## src/tnfs_pkg.sv

```systemverilog
package tnfs_pkg;

    localparam int KEY_W     = 20;
    localparam int COUNT_W   = 24;
    localparam int STAMP_W   = 32;
    localparam int TOPC_W    = 5;
    localparam int TDATA_W   = 48;

    localparam logic [TOPC_W-1:0] TOPC_RESET = 5'd10;

    localparam logic OP_OFFER = 1'b0;
    localparam logic OP_DRAIN = 1'b1;

    typedef struct packed {
        logic [STAMP_W-1:0] stamp;
        logic [COUNT_W-1:0] count;
        logic [KEY_W-1:0]   key;
    } t_entry;

    typedef struct packed {
        logic take;
        logic append;
        logic scan_start;
        logic scan_run;
        logic replace;
        logic emit;
        logic emit_empty;
    } t_cmd;

    typedef struct packed {
        logic op_drain;
        logic room;
        logic empty;
        logic scan_done;
        logic out_free;
        logic emit_last;
    } t_sts;

endpackage

```

## src/tnfs_ram.sv

```systemverilog
module tnfs_ram #(
    parameter int WIDTH = 8,
    parameter int DEPTH = 16
) (
    input  logic                                   i_clk,
    input  logic                                   i_we,
    input  logic [(DEPTH > 1 ? $clog2(DEPTH) : 1)-1:0] i_waddr,
    input  logic [WIDTH-1:0]                       i_wdata,
    input  logic                                   i_re,
    input  logic [(DEPTH > 1 ? $clog2(DEPTH) : 1)-1:0] i_raddr,
    output logic [WIDTH-1:0]                       o_rdata
);

    logic [WIDTH-1:0] r_mem [DEPTH];
    logic [WIDTH-1:0] r_rdata;

    always_ff @(posedge i_clk) begin
        if (i_we) begin
            r_mem[i_waddr] <= i_wdata;
        end
        if (i_re) begin
            r_rdata <= r_mem[i_raddr];
        end
    end

    assign o_rdata = r_rdata;

endmodule

```

## src/tnfs_dp.sv

```systemverilog
module tnfs_dp #(
    parameter int CAPACITY = 16
) (
    input  logic                           i_clk,
    input  logic                           i_rst_n,
    input  logic                           i_cfg_we,
    input  logic [tnfs_pkg::TOPC_W-1:0]    i_cfg_wdata,
    input  logic                           i_op,
    input  logic [tnfs_pkg::KEY_W-1:0]     i_key,
    input  logic [tnfs_pkg::COUNT_W-1:0]   i_count,
    input  logic                           i_m_ready,
    output logic                           o_m_valid,
    output logic [tnfs_pkg::KEY_W-1:0]     o_m_key,
    output logic [tnfs_pkg::COUNT_W-1:0]   o_m_count,
    output logic                           o_m_last,
    output logic                           o_m_empty,
    input  tnfs_pkg::t_cmd                 i_cmd,
    output tnfs_pkg::t_sts                 o_sts
);

    localparam int AW = (CAPACITY > 1) ? $clog2(CAPACITY) : 1;
    localparam int CW = $clog2(CAPACITY + 1);
    localparam int EW = $bits(tnfs_pkg::t_entry);

    logic                             r_op;
    logic [tnfs_pkg::KEY_W-1:0]       r_key;
    logic [tnfs_pkg::COUNT_W-1:0]     r_count;
    logic [tnfs_pkg::TOPC_W-1:0]      r_top_count;
    logic [CW-1:0]                    r_total;
    logic [tnfs_pkg::STAMP_W-1:0]     r_arrival;
    logic [CW-1:0]                    r_raddr;
    logic                             r_pend;
    logic [AW-1:0]                    r_pidx;
    logic                             r_found;
    logic [AW-1:0]                    r_best_idx;
    logic [tnfs_pkg::KEY_W-1:0]       r_best_key;
    logic [tnfs_pkg::COUNT_W-1:0]     r_best_count;
    logic [tnfs_pkg::STAMP_W-1:0]     r_best_rank;
    logic [CAPACITY-1:0]              r_taken;
    logic [CW-1:0]                    r_emitted;
    logic                             r_o_valid;
    logic [tnfs_pkg::KEY_W-1:0]       r_o_key;
    logic [tnfs_pkg::COUNT_W-1:0]     r_o_count;
    logic                             r_o_last;
    logic                             r_o_empty;

    logic [CW-1:0]                    w_limit;
    logic                             w_issue;
    logic                             w_we;
    logic [AW-1:0]                    w_waddr;
    tnfs_pkg::t_entry                 w_wentry;
    logic [EW-1:0]                    w_rdata;
    tnfs_pkg::t_entry                 w_rentry;
    logic [tnfs_pkg::STAMP_W-1:0]     w_rank;
    logic                             w_drain;
    logic                             w_skip;
    logic                             w_better;
    logic                             w_update;
    logic                             w_out_free;
    logic                             w_emit_last;
    logic                             w_keep;

    always_comb begin
        if (r_top_count == '0) begin
            w_limit = CW'(1);
        end else if ({27'b0, r_top_count} > 32'(CAPACITY)) begin
            w_limit = CW'(CAPACITY);
        end else begin
            w_limit = CW'(r_top_count);
        end
    end

    assign w_drain  = (r_op == tnfs_pkg::OP_DRAIN);
    assign w_issue  = i_cmd.scan_run && (r_raddr < r_total);
    assign w_keep   = r_found && (r_count >= r_best_count);

    assign w_we     = i_cmd.append || (i_cmd.replace && w_keep);
    assign w_waddr  = i_cmd.append ? r_total[AW-1:0] : r_best_idx;
    assign w_wentry = '{stamp: r_arrival, count: r_count, key: r_key};

    tnfs_ram #(
        .WIDTH (EW),
        .DEPTH (CAPACITY)
    ) u_store (
        .i_clk   (i_clk),
        .i_we    (w_we),
        .i_waddr (w_waddr),
        .i_wdata (w_wentry),
        .i_re    (w_issue),
        .i_raddr (r_raddr[AW-1:0]),
        .o_rdata (w_rdata)
    );

    assign w_rentry = tnfs_pkg::t_entry'(w_rdata);
    assign w_rank   = w_rentry.stamp - r_arrival;
    assign w_skip   = w_drain && r_taken[r_pidx];

    always_comb begin
        if (!r_found) begin
            w_better = 1'b1;
        end else if (w_drain) begin
            w_better = (w_rentry.count > r_best_count) ||
                       ((w_rentry.count == r_best_count) && (w_rank < r_best_rank));
        end else begin
            w_better = (w_rentry.count < r_best_count) ||
                       ((w_rentry.count == r_best_count) && (w_rank < r_best_rank));
        end
    end

    assign w_update    = i_cmd.scan_run && r_pend && !w_skip && w_better;
    assign w_out_free  = !r_o_valid || i_m_ready;
    assign w_emit_last = ((r_emitted + CW'(1)) == r_total);

    always_ff @(posedge i_clk) begin
        if (!i_rst_n) begin
            r_top_count <= tnfs_pkg::TOPC_RESET;
            r_total     <= '0;
            r_arrival   <= '0;
            r_raddr     <= '0;
            r_pend      <= 1'b0;
            r_found     <= 1'b0;
            r_taken     <= '0;
            r_emitted   <= '0;
            r_o_valid   <= 1'b0;
        end else begin
            if (i_cfg_we) begin
                r_top_count <= i_cfg_wdata;
            end

            if (i_cmd.take) begin
                r_op    <= i_op;
                r_key   <= i_key;
                r_count <= i_count;
            end

            if (i_cmd.append) begin
                r_total   <= r_total + CW'(1);
                r_arrival <= r_arrival + 1'b1;
            end

            if (i_cmd.replace && w_keep) begin
                r_arrival <= r_arrival + 1'b1;
            end

            if (i_cmd.scan_start) begin
                r_raddr <= '0;
                r_pend  <= 1'b0;
                r_found <= 1'b0;
            end else begin
                r_pend <= w_issue;
                if (w_issue) begin
                    r_raddr <= r_raddr + CW'(1);
                    r_pidx  <= r_raddr[AW-1:0];
                end
            end

            if (w_update) begin
                r_found      <= 1'b1;
                r_best_idx   <= r_pidx;
                r_best_key   <= w_rentry.key;
                r_best_count <= w_rentry.count;
                r_best_rank  <= w_rank;
            end

            if (i_cmd.emit || i_cmd.emit_empty) begin
                r_o_valid <= 1'b1;
            end else if (r_o_valid && i_m_ready) begin
                r_o_valid <= 1'b0;
            end

            if (i_cmd.emit_empty) begin
                r_o_key   <= '0;
                r_o_count <= '0;
                r_o_last  <= 1'b0;
                r_o_empty <= 1'b1;
                r_arrival <= '0;
            end

            if (i_cmd.emit) begin
                r_o_key   <= r_best_key;
                r_o_count <= r_best_count;
                r_o_last  <= w_emit_last;
                r_o_empty <= 1'b0;
                if (w_emit_last) begin
                    r_total   <= '0;
                    r_arrival <= '0;
                    r_taken   <= '0;
                    r_emitted <= '0;
                end else begin
                    r_taken[r_best_idx] <= 1'b1;
                    r_emitted           <= r_emitted + CW'(1);
                end
            end
        end
    end

    assign o_sts = '{
        op_drain:  w_drain,
        room:      (r_total < w_limit),
        empty:     (r_total == '0),
        scan_done: (r_raddr >= r_total) && !r_pend,
        out_free:  w_out_free,
        emit_last: w_emit_last
    };

    assign o_m_valid = r_o_valid;
    assign o_m_key   = r_o_key;
    assign o_m_count = r_o_count;
    assign o_m_last  = r_o_last;
    assign o_m_empty = r_o_empty;

endmodule

```

## src/tnfs_ctrl.sv

```systemverilog
module tnfs_ctrl (
    input  logic           i_clk,
    input  logic           i_rst_n,
    input  logic           i_s_valid,
    output logic           o_s_ready,
    input  tnfs_pkg::t_sts i_sts,
    output tnfs_pkg::t_cmd o_cmd
);

    typedef enum logic [1:0] {
        ST_IDLE,
        ST_DECIDE,
        ST_SCAN,
        ST_EMIT
    } t_state;

    t_state r_state;
    t_state n_state;

    always_comb begin
        o_cmd   = '0;
        n_state = r_state;
        case (r_state)
            ST_IDLE: begin
                if (i_s_valid) begin
                    o_cmd.take = 1'b1;
                    n_state    = ST_DECIDE;
                end
            end
            ST_DECIDE: begin
                if (!i_sts.op_drain) begin
                    if (i_sts.room) begin
                        o_cmd.append = 1'b1;
                        n_state      = ST_IDLE;
                    end else begin
                        o_cmd.scan_start = 1'b1;
                        n_state          = ST_SCAN;
                    end
                end else if (i_sts.empty) begin
                    if (i_sts.out_free) begin
                        o_cmd.emit_empty = 1'b1;
                        n_state          = ST_IDLE;
                    end
                end else begin
                    o_cmd.scan_start = 1'b1;
                    n_state          = ST_SCAN;
                end
            end
            ST_SCAN: begin
                o_cmd.scan_run = 1'b1;
                if (i_sts.scan_done) begin
                    if (i_sts.op_drain) begin
                        n_state = ST_EMIT;
                    end else begin
                        o_cmd.replace = 1'b1;
                        n_state       = ST_IDLE;
                    end
                end
            end
            ST_EMIT: begin
                if (i_sts.out_free) begin
                    o_cmd.emit = 1'b1;
                    if (i_sts.emit_last) begin
                        n_state = ST_IDLE;
                    end else begin
                        o_cmd.scan_start = 1'b1;
                        n_state          = ST_SCAN;
                    end
                end
            end
            default: begin
                n_state = ST_IDLE;
            end
        endcase
    end

    always_ff @(posedge i_clk) begin
        if (!i_rst_n) begin
            r_state <= ST_IDLE;
        end else begin
            r_state <= n_state;
        end
    end

    assign o_s_ready = (r_state == ST_IDLE);

endmodule

```

## src/top_n_frequency_select_top.sv

```systemverilog
// Offer with free room: the transaction is accepted, then appended to the store.
// Offer into a full store: one store entry read per cycle for the
// minimum search through the single read port of the entry memory.
// Drain of n kept entries: one full store scan per result; a drain of an empty store
// skips the scan. Results leave through an output register.
// Synchronous active-low reset: store empty, stamp zero, top_count 10, no result pending.
module top_n_frequency_select_top #(
    parameter int CAPACITY = 16
) (
    input  logic        i_clk,
    input  logic        i_rst_n,
    input  logic        i_cfg_we,
    input  logic [4:0]  i_cfg_wdata,        // top_count
    input  logic        i_s_axis_tvalid,
    output logic        o_s_axis_tready,
    input  logic [47:0] i_s_axis_tdata,     // entry_key[19:0], entry_count[43:20], zero pad
    input  logic        i_s_axis_tuser,     // op
    output logic        o_m_axis_tvalid,
    input  logic        i_m_axis_tready,
    output logic [47:0] o_m_axis_tdata,     // result_key[19:0], result_count[43:20], zero pad
    output logic        o_m_axis_tlast,     // result_last
    output logic        o_m_axis_tuser      // result_empty
);

    tnfs_pkg::t_cmd                   w_cmd;
    tnfs_pkg::t_sts                   w_sts;
    logic [tnfs_pkg::KEY_W-1:0]       w_m_key;
    logic [tnfs_pkg::COUNT_W-1:0]     w_m_count;

    tnfs_ctrl u_ctrl (
        .i_clk     (i_clk),
        .i_rst_n   (i_rst_n),
        .i_s_valid (i_s_axis_tvalid),
        .o_s_ready (o_s_axis_tready),
        .i_sts     (w_sts),
        .o_cmd     (w_cmd)
    );

    tnfs_dp #(
        .CAPACITY (CAPACITY)
    ) u_dp (
        .i_clk       (i_clk),
        .i_rst_n     (i_rst_n),
        .i_cfg_we    (i_cfg_we),
        .i_cfg_wdata (i_cfg_wdata),
        .i_op        (i_s_axis_tuser),
        .i_key       (i_s_axis_tdata[19:0]),
        .i_count     (i_s_axis_tdata[43:20]),
        .i_m_ready   (i_m_axis_tready),
        .o_m_valid   (o_m_axis_tvalid),
        .o_m_key     (w_m_key),
        .o_m_count   (w_m_count),
        .o_m_last    (o_m_axis_tlast),
        .o_m_empty   (o_m_axis_tuser),
        .i_cmd       (w_cmd),
        .o_sts       (w_sts)
    );

    assign o_m_axis_tdata = {4'b0, w_m_count, w_m_key};

endmodule
```

## config.mk

```make
export PLATFORM = sky130hd
export DESIGN_NAME = top_n_frequency_select_top
export DESIGN_NICKNAME = d
export VERILOG_FILES = /design/src/tnfs_pkg.sv /design/src/tnfs_ram.sv /design/src/tnfs_dp.sv /design/src/tnfs_ctrl.sv /design/src/top_n_frequency_select_top.sv
export SDC_FILE = /design/constraint.sdc
export NUM_CORES = 2
export LEC_CHECK = 0
export BUFFER_PORTS_ARGS = -buffer_cell sky130_fd_sc_hd__buf_2
export CORE_MARGIN = 3
export CORE_UTILIZATION = 56
export CTS_BUF_LIST = sky130_fd_sc_hd__clkbuf_16
export DETAILED_ROUTE_END_ITERATION = 8
export PLACE_DENSITY = 0.72
export SYNTH_ARGS = -nofsm -noshare
export SYNTH_HDL_FRONTEND = slang
export SYNTH_SLANG_ARGS = --single-unit
```

## constraint.sdc

```tcl
create_clock -name i_clk -period 10.5 [get_ports i_clk]
set_clock_uncertainty 0.05 [all_clocks]
set_input_delay 1.05 -clock i_clk [delete_from_list [all_inputs] [get_ports i_clk]]
set_output_delay 1.05 -clock i_clk [all_outputs]
set_load 0.05 [all_outputs]
```

* Word-level counts from Yosys, hierarchy flattened *
Memories as Yosys holds them, arrays and structs flattened. A register that Yosys moved wholly into a read port is not among the register bits.
Cells that the tools add are included.

cells by class
  add/subtract/negate cells = 5
  magnitude comparators = 11
  equality and inequality tests = 9
  multiplexer cells = 61
  bitwise operators = 3
  reduce and logical (&&, ||, !) cells = 31

operators by type and width
  kind                   number
  $mux 32                5
  $mux 24                2
  $mux 20                2
  $add 32x1->32 const B  1
  $lt 32x32->1           1
  $sub 32x32->32         1
  $mux 1                 30
  $mux 5                 6
  $eq 24x24->1           1
  $ge 24x24->1           1
  $gt 24x24->1           1
  $lt 24x24->1           1
  $mux 2                 10
  $mux 16                1
  $or 16x16->16          1
  $add 5x1->5 const B    3
  $logic_and 1x1->1      11
  $logic_not 5->1        2
  $lt 4x5->1 const B     2
  $lt 5x5->1             2
  $pmux 2 s4             1
  $reduce_and 2->1       3
  $reduce_bool 2->1      3
  $eq 5x5->1             1
  other kinds (19)       28

storage, ports and cells
  register bits = 248
  memory bits (writable) = 1216
  input bits = 59
  output and inout bits = 52
  word-level logic and storage cells = 143
  memories = 1

memories
  memory              depth  bits a word  rd ports  clocked after Yosys merged registers in  wr ports  RTL line        text
  u_dp.u_store.r_mem  16     76           1         1                                        1         tnfs_ram.sv:14  logic [WIDTH-1:0] r_mem [DEPTH];

* Longest topological paths before layout *
  depth in word-level cells = 12
  gate-level depth with buffers = 19

* Hierarchy *
A second synthesis with hierarchy kept.

unflattened totals
  cell total of the unflattened synthesis = 3124
  area total of the unflattened synthesis = 60641.9 sq um

modules (own cells, without submodules)
  module                      times used  cells an instance  area each (sq um)
  tnfs_ram                    1           1952               47754.6
  tnfs_dp                     1           1136               12619.6
  tnfs_ctrl                   1           31                 234.0
  top_n_frequency_select_top  1           5                  33.8

* Least setup slack after synthesis *
Ideal clock, no wire load.

  path kind = register to register
  from = register u_dp.r_arrival[14] in the netlist's numbering
  to = register u_dp.r_best_count[0] in the netlist's numbering, enable pin
  library setup time = 0.545 ns
  arrival = 8.159 ns
  data required time = 9.905 ns
  path slack = 1.746 ns
  stages on the path, launching flop included = 20
  clock period less this slack = 8.754 ns
  cells stage by stage = dfxtp_1 > inv_1 > ha_1 > clkbuf_1 > and2_1 > a311o_1 > a221oi_1 > a2bb2oi_1 > o211ai_1 > a31oi_1 > nor4b_1 > a211o_1 > ha_1 > a21oi_1 > nor2b_1 > o21ai_0 > nand4_1 > a2111oi_0 > nand2_1 > a21oi_1

on the way
  cells in the longest elaborated chain, start to end = 8

ends and longest elaborated chain
  item                                        RTL line                        text
  start, declared                             tnfs_dp.sv:30                   logic [tnfs_pkg::STAMP_W-1:0] r_arrival;
  start signal, assigned                      tnfs_dp.sv:138                  r_arrival <= r_arrival + 1'b1;
  start signal, assigned                      tnfs_dp.sv:142                  r_arrival <= r_arrival + 1'b1;
  $sub 32x32->32 *                            tnfs_dp.sv:95                   assign w_rank = w_rentry.stamp - r_arrival;
  net u_dp.w_rank, one bit                    tnfs_dp.sv:54                   logic [tnfs_pkg::STAMP_W-1:0] w_rank;
  $lt 32x32->1 *                              tnfs_dp.sv:103, tnfs_dp.sv:106
  $logic_and 1x1->1 *                         tnfs_dp.sv:103, tnfs_dp.sv:106
  $logic_or 1x1->1, on equally long branches  tnfs_dp.sv:105, tnfs_dp.sv:102
  $mux 1 *                                    tnfs_dp.sv:101                  end else if (w_drain) begin
  $mux 1 *                                    tnfs_dp.sv:99                   if (!r_found) begin
  $logic_and 1x1->1 *                         tnfs_dp.sv:110                  assign w_update = i_cmd.scan_run && r_pend && !w_skip && w_better;
  $reduce_and 2->1 (no source line) *         -
  end signal, assigned                        tnfs_dp.sv:161                  r_best_count <= w_rentry.count;
  end, declared                               tnfs_dp.sv:37                   logic [tnfs_pkg::COUNT_W-1:0] r_best_count;

The timed path passes the listed nets; every way through them passes the cells marked *.
A chain may end at the register's enable or synchronous reset.

* Worst setup path in the final report *
  from = register u_dp.r_arrival[14] in the netlist's numbering
  to = register u_dp.r_best_key[2] in the netlist's numbering, enable pin

on the way
  cells in the longest elaborated chain, start to end = 8

ends and longest elaborated chain
  item                                        RTL line                        text
  $sub 32x32->32 *                            tnfs_dp.sv:95
  net u_dp.w_rank, one bit                    tnfs_dp.sv:54
  $lt 32x32->1 *                              tnfs_dp.sv:103, tnfs_dp.sv:106
  $logic_and 1x1->1 *                         tnfs_dp.sv:103, tnfs_dp.sv:106
  $logic_or 1x1->1, on equally long branches  tnfs_dp.sv:105, tnfs_dp.sv:102
  $mux 1 *                                    tnfs_dp.sv:101
  $mux 1 *                                    tnfs_dp.sv:99
  $logic_and 1x1->1 *                         tnfs_dp.sv:110
  $reduce_and 2->1 (no source line) *         -
  end signal, assigned                        tnfs_dp.sv:160                  r_best_key <= w_rentry.key;
  end, declared                               tnfs_dp.sv:36                   logic [tnfs_pkg::KEY_W-1:0] r_best_key;

Marks and branches as above.

==> flow_metrics.env <==
export IMPL_drtAntennaViolNets=0
export IMPL_final_setup_viol_count=0
export IMPL_gp_congestion=0.847
export IMPL_clk_latency_ps=780
export IMPL_min_delay_path_class="register to register"
export IMPL_min_from="u_dp.u_store.o_rdata[16]$_DFFE_PP_"
export IMPL_tightest_slew_ps=1190
export IMPL_dr_pass1_iters=8
export IMPL_vdd_drop_max_uv=157
export IMPL_cp_arrival_ps=7460
export IMPL_grt_pass1_vias=30428
export IMPL_whs_ps=367
export IMPL_syn_cell_area_mm2=0.0607
export IMPL_cts_tree="yes"
export IMPL_clock_path_buffers=3
export IMPL_worstSetupEndpointType="register"
export IMPL_synthMuxAreaShare=0.144
export IMPL_ys_async_sr_fraction=0
export IMPL_swShare=0.201
export IMPL_numCtsBuffers=151
export IMPL_placed_cells_incl_taps=4386
export IMPL_hold_viol_final=0
export IMPL_crit_start="u_dp.r_arrival[14]$_SDFF_PN0_"
export IMPL_finalNonFillerCells=4666
export IMPL_hpwl_um=68200
export IMPL_grt_pass1_wl_um=199000
export IMPL_syn_inst=2946
export IMPL_yosysWarnings=0
export IMPL_stdcell_area_mm2=0.0680
export IMPL_synth_seq_cells=1540
export IMPL_maxSlewViolCount=0
export IMPL_vias=29552
export IMPL_htree_levels=4
export IMPL_drt_wirelength_per_cell_um=28.5
export IMPL_power_frac_clock=0.432
export IMPL_power_leakage_nw=21.9
export IMPL_coreArea_mm2=0.107
export IMPL_cts_resized=0
export IMPL_ys_types=71
export IMPL_synth_xor_area_share=0.00592
export IMPL_drcViolationCount=0
export IMPL_synth_area_top_cells="edfxtp_1, mux4_2, ha_1"
export IMPL_yosysMostFrequentCell="edfxtp_1"
export IMPL_max_freq_ghz=0.140
export IMPL_ys_flop_type="edfxtp_1"
export IMPL_pwr_share_seq=0.558
export IMPL_clk_pin_slew_worst_paths_ps=60
export IMPL_grt_overflow=0
export IMPL_synthTopCellsByCount="edfxtp_1, mux4_2, ha_1"
export IMPL_p_switching_mw=2.44
export IMPL_fp_dieArea_mm2=0.112
export IMPL_cp_start_kind="register"
export IMPL_nNetsFinal=3320
export IMPL_cts_num_sinks=1540
export IMPL_routed_via_density=6.33
export IMPL_synth_simple_area_share=0.0300
export IMPL_grt_max_degree=154
export IMPL_port_buffers=102
export IMPL_rows=120
export IMPL_drv_cap=0
export IMPL_required_ps=10840
export IMPL_die_w_um=335
export IMPL_fin_crit_ps=7130
export IMPL_routed_wl_um=133000
export IMPL_post_cts_buffers=0
export IMPL_antenna_found_initial=2
export IMPL_synth_top_cell_by_area="edfxtp_1"
export IMPL_timing_rr_start="u_dp.r_arrival[14]$_SDFF_PN0_"
export IMPL_ios=111
export IMPL_avgSynthCellArea_um2=20.6
export IMPL_critPathKind="register to register"
export IMPL_drt_iter0_drc=3192
export IMPL_setup_tns_final_ps=0
export IMPL_power_frac_comb=0.011
export IMPL_placed_area_mm2=0.0631
export IMPL_drive_gt1_frac=0.243
export IMPL_status="complete, no violations"
export IMPL_synth_seq_area_share=0.750
export IMPL_max_slew_margin=0.183
export IMPL_cts_root_buffer="clkbuf_16"
export IMPL_rsz0062_at_grt="false"
export IMPL_cp_max_fo=50
export IMPL_start_util=0.565
export IMPL_internal_power_mw=9.67
export IMPL_synth_compound_area_share=0.0285
export IMPL_die_h_um=335
export IMPL_finalCritPeriodShare=0.679
export IMPL_power_density_mw_per_mm2=178
export IMPL_area_delta_synth_final_pct=12.1
export IMPL_grt_total_usage=0.242
export IMPL_synth_edf_count=1467
export IMPL_synth_top_family_by_area="multiplexers"
export IMPL_synthDominantCellAreaShare=0.726
export IMPL_synth_fa_ha_area_frac=0.0259
export IMPL_cts_hold_fix_buffers=0
critical path, cell delays in order (launching register included):
cell and delay (ps):
dfxtp_1 690, inv_1 190, ha_1 420, and2_1 210, a311o_1 310, a221oi_1 590
a2bb2oi_1 300, o211ai_1 160, a31oi_1 390, nor4b_1 110, a211o_1 270, ha_1 290
a21oi_1 170, nor2b_1 60, o21ai_0 160, nand4_1 100, a2111oi_0 1050, nand2_1 240
a21oi_4 210, buf_4 710
layer usage:
| layer | routed length [um] | vias up | track usage |
|---|---|---|---|
| li1 | - | 12499 | - |
| met1 | 53000 | 15586 | 0.335 |
| met2 | 67200 | 1246 | 0.402 |
| met3 | 9520 | 221 | 0.0414 |
| met4 | 3240 | 0 | 0.0703 |
| met5 | 0 | - | 0 |
power groups by stage:
stage               Sequential [mW]  Combinational (mW)  Clock [mW]
CTS                            6.75               0.131        5.32
detailed placement             6.88               0.130           0
finish                         6.75               0.129        5.23
global route                   6.75               0.139        5.57
global placement               6.87               0.126           0
floorplan                      6.87              0.0760           0
stage by stage:
| step | power [mW] | utilization | setup WS, ps |
|---|---|---|---|
| floorplan | 6.94 | - | 1750 |
| global placement | 7.00 | 0.588 | 3340 |
| detailed placement | 7.01 | 0.588 | 3320 |
| CTS | 12.2 | 0.633 | 3250 |
| global route | 12.5 | 0.633 | 3000 |
| finish | 12.1 | 0.633 | 3370 |
path summary, 6_finish.rpt:
kind,endpoint,slack [ps],cells past startpoint
worst max-delay path,u_dp.r_best_key[2]$_DFFE_PP_,3370,19
worst min-delay path,u_dp.r_best_key[16]$_DFFE_PP_,370,0
worst max register to register,u_dp.r_best_key[2]$_DFFE_PP_,3370,19
worst min register to register,u_dp.r_best_key[16]$_DFFE_PP_,370,0
cell usage in the layout, fill, tap and decap left out, types with 29 or more instances in the layout:
cell and count:
xnor2_1 29, clkinv_1 34, and2_1 30, o21ai_0 48, nand2_1 40, dfxtp_1 69, buf_4 42, clkbuf_16 152
edfxtp_1 1467, buf_2 102, inv_1 149, mux4_2 385, a21oi_1 74, a21o_1 36, nor2_1 102, ha_1 124
sequential cells by signal (all words and copies together), names as in the netlist, 24 cells and up:
register              count
u_dp.r_best_rank         32
u_dp.u_store.o_rdata     76
u_dp.r_arrival           32
u_dp.u_store.r_mem     1216
u_dp.r_best_count        24
u_dp.r_count             24
u_dp.o_m_count           24
logic make-up (layout without fill, tap and decap cells):
family	Yosys count	after routing
multiplexers	394	394
other	1	6
adder cells (fa/ha/maj)	125	125
flip-flops	1540	1540
AO/OA/AOI/OAI	265	265
XOR/XNOR	41	41
buffers and inverters	233	545
AND/OR/NAND/NOR	347	347
final cells by class:
cell class,count,area (um2)
clock buffers,152,3800
fillers,7006,39400
inverters,115,432
multi-input cells,1176,14400
flip-flops and latches,1540,45500
clock inverters,126,1050
repair buffers,152,986
well taps,1403,1760
diodes,2,5.00
Power figures use the tool's default switching activity.
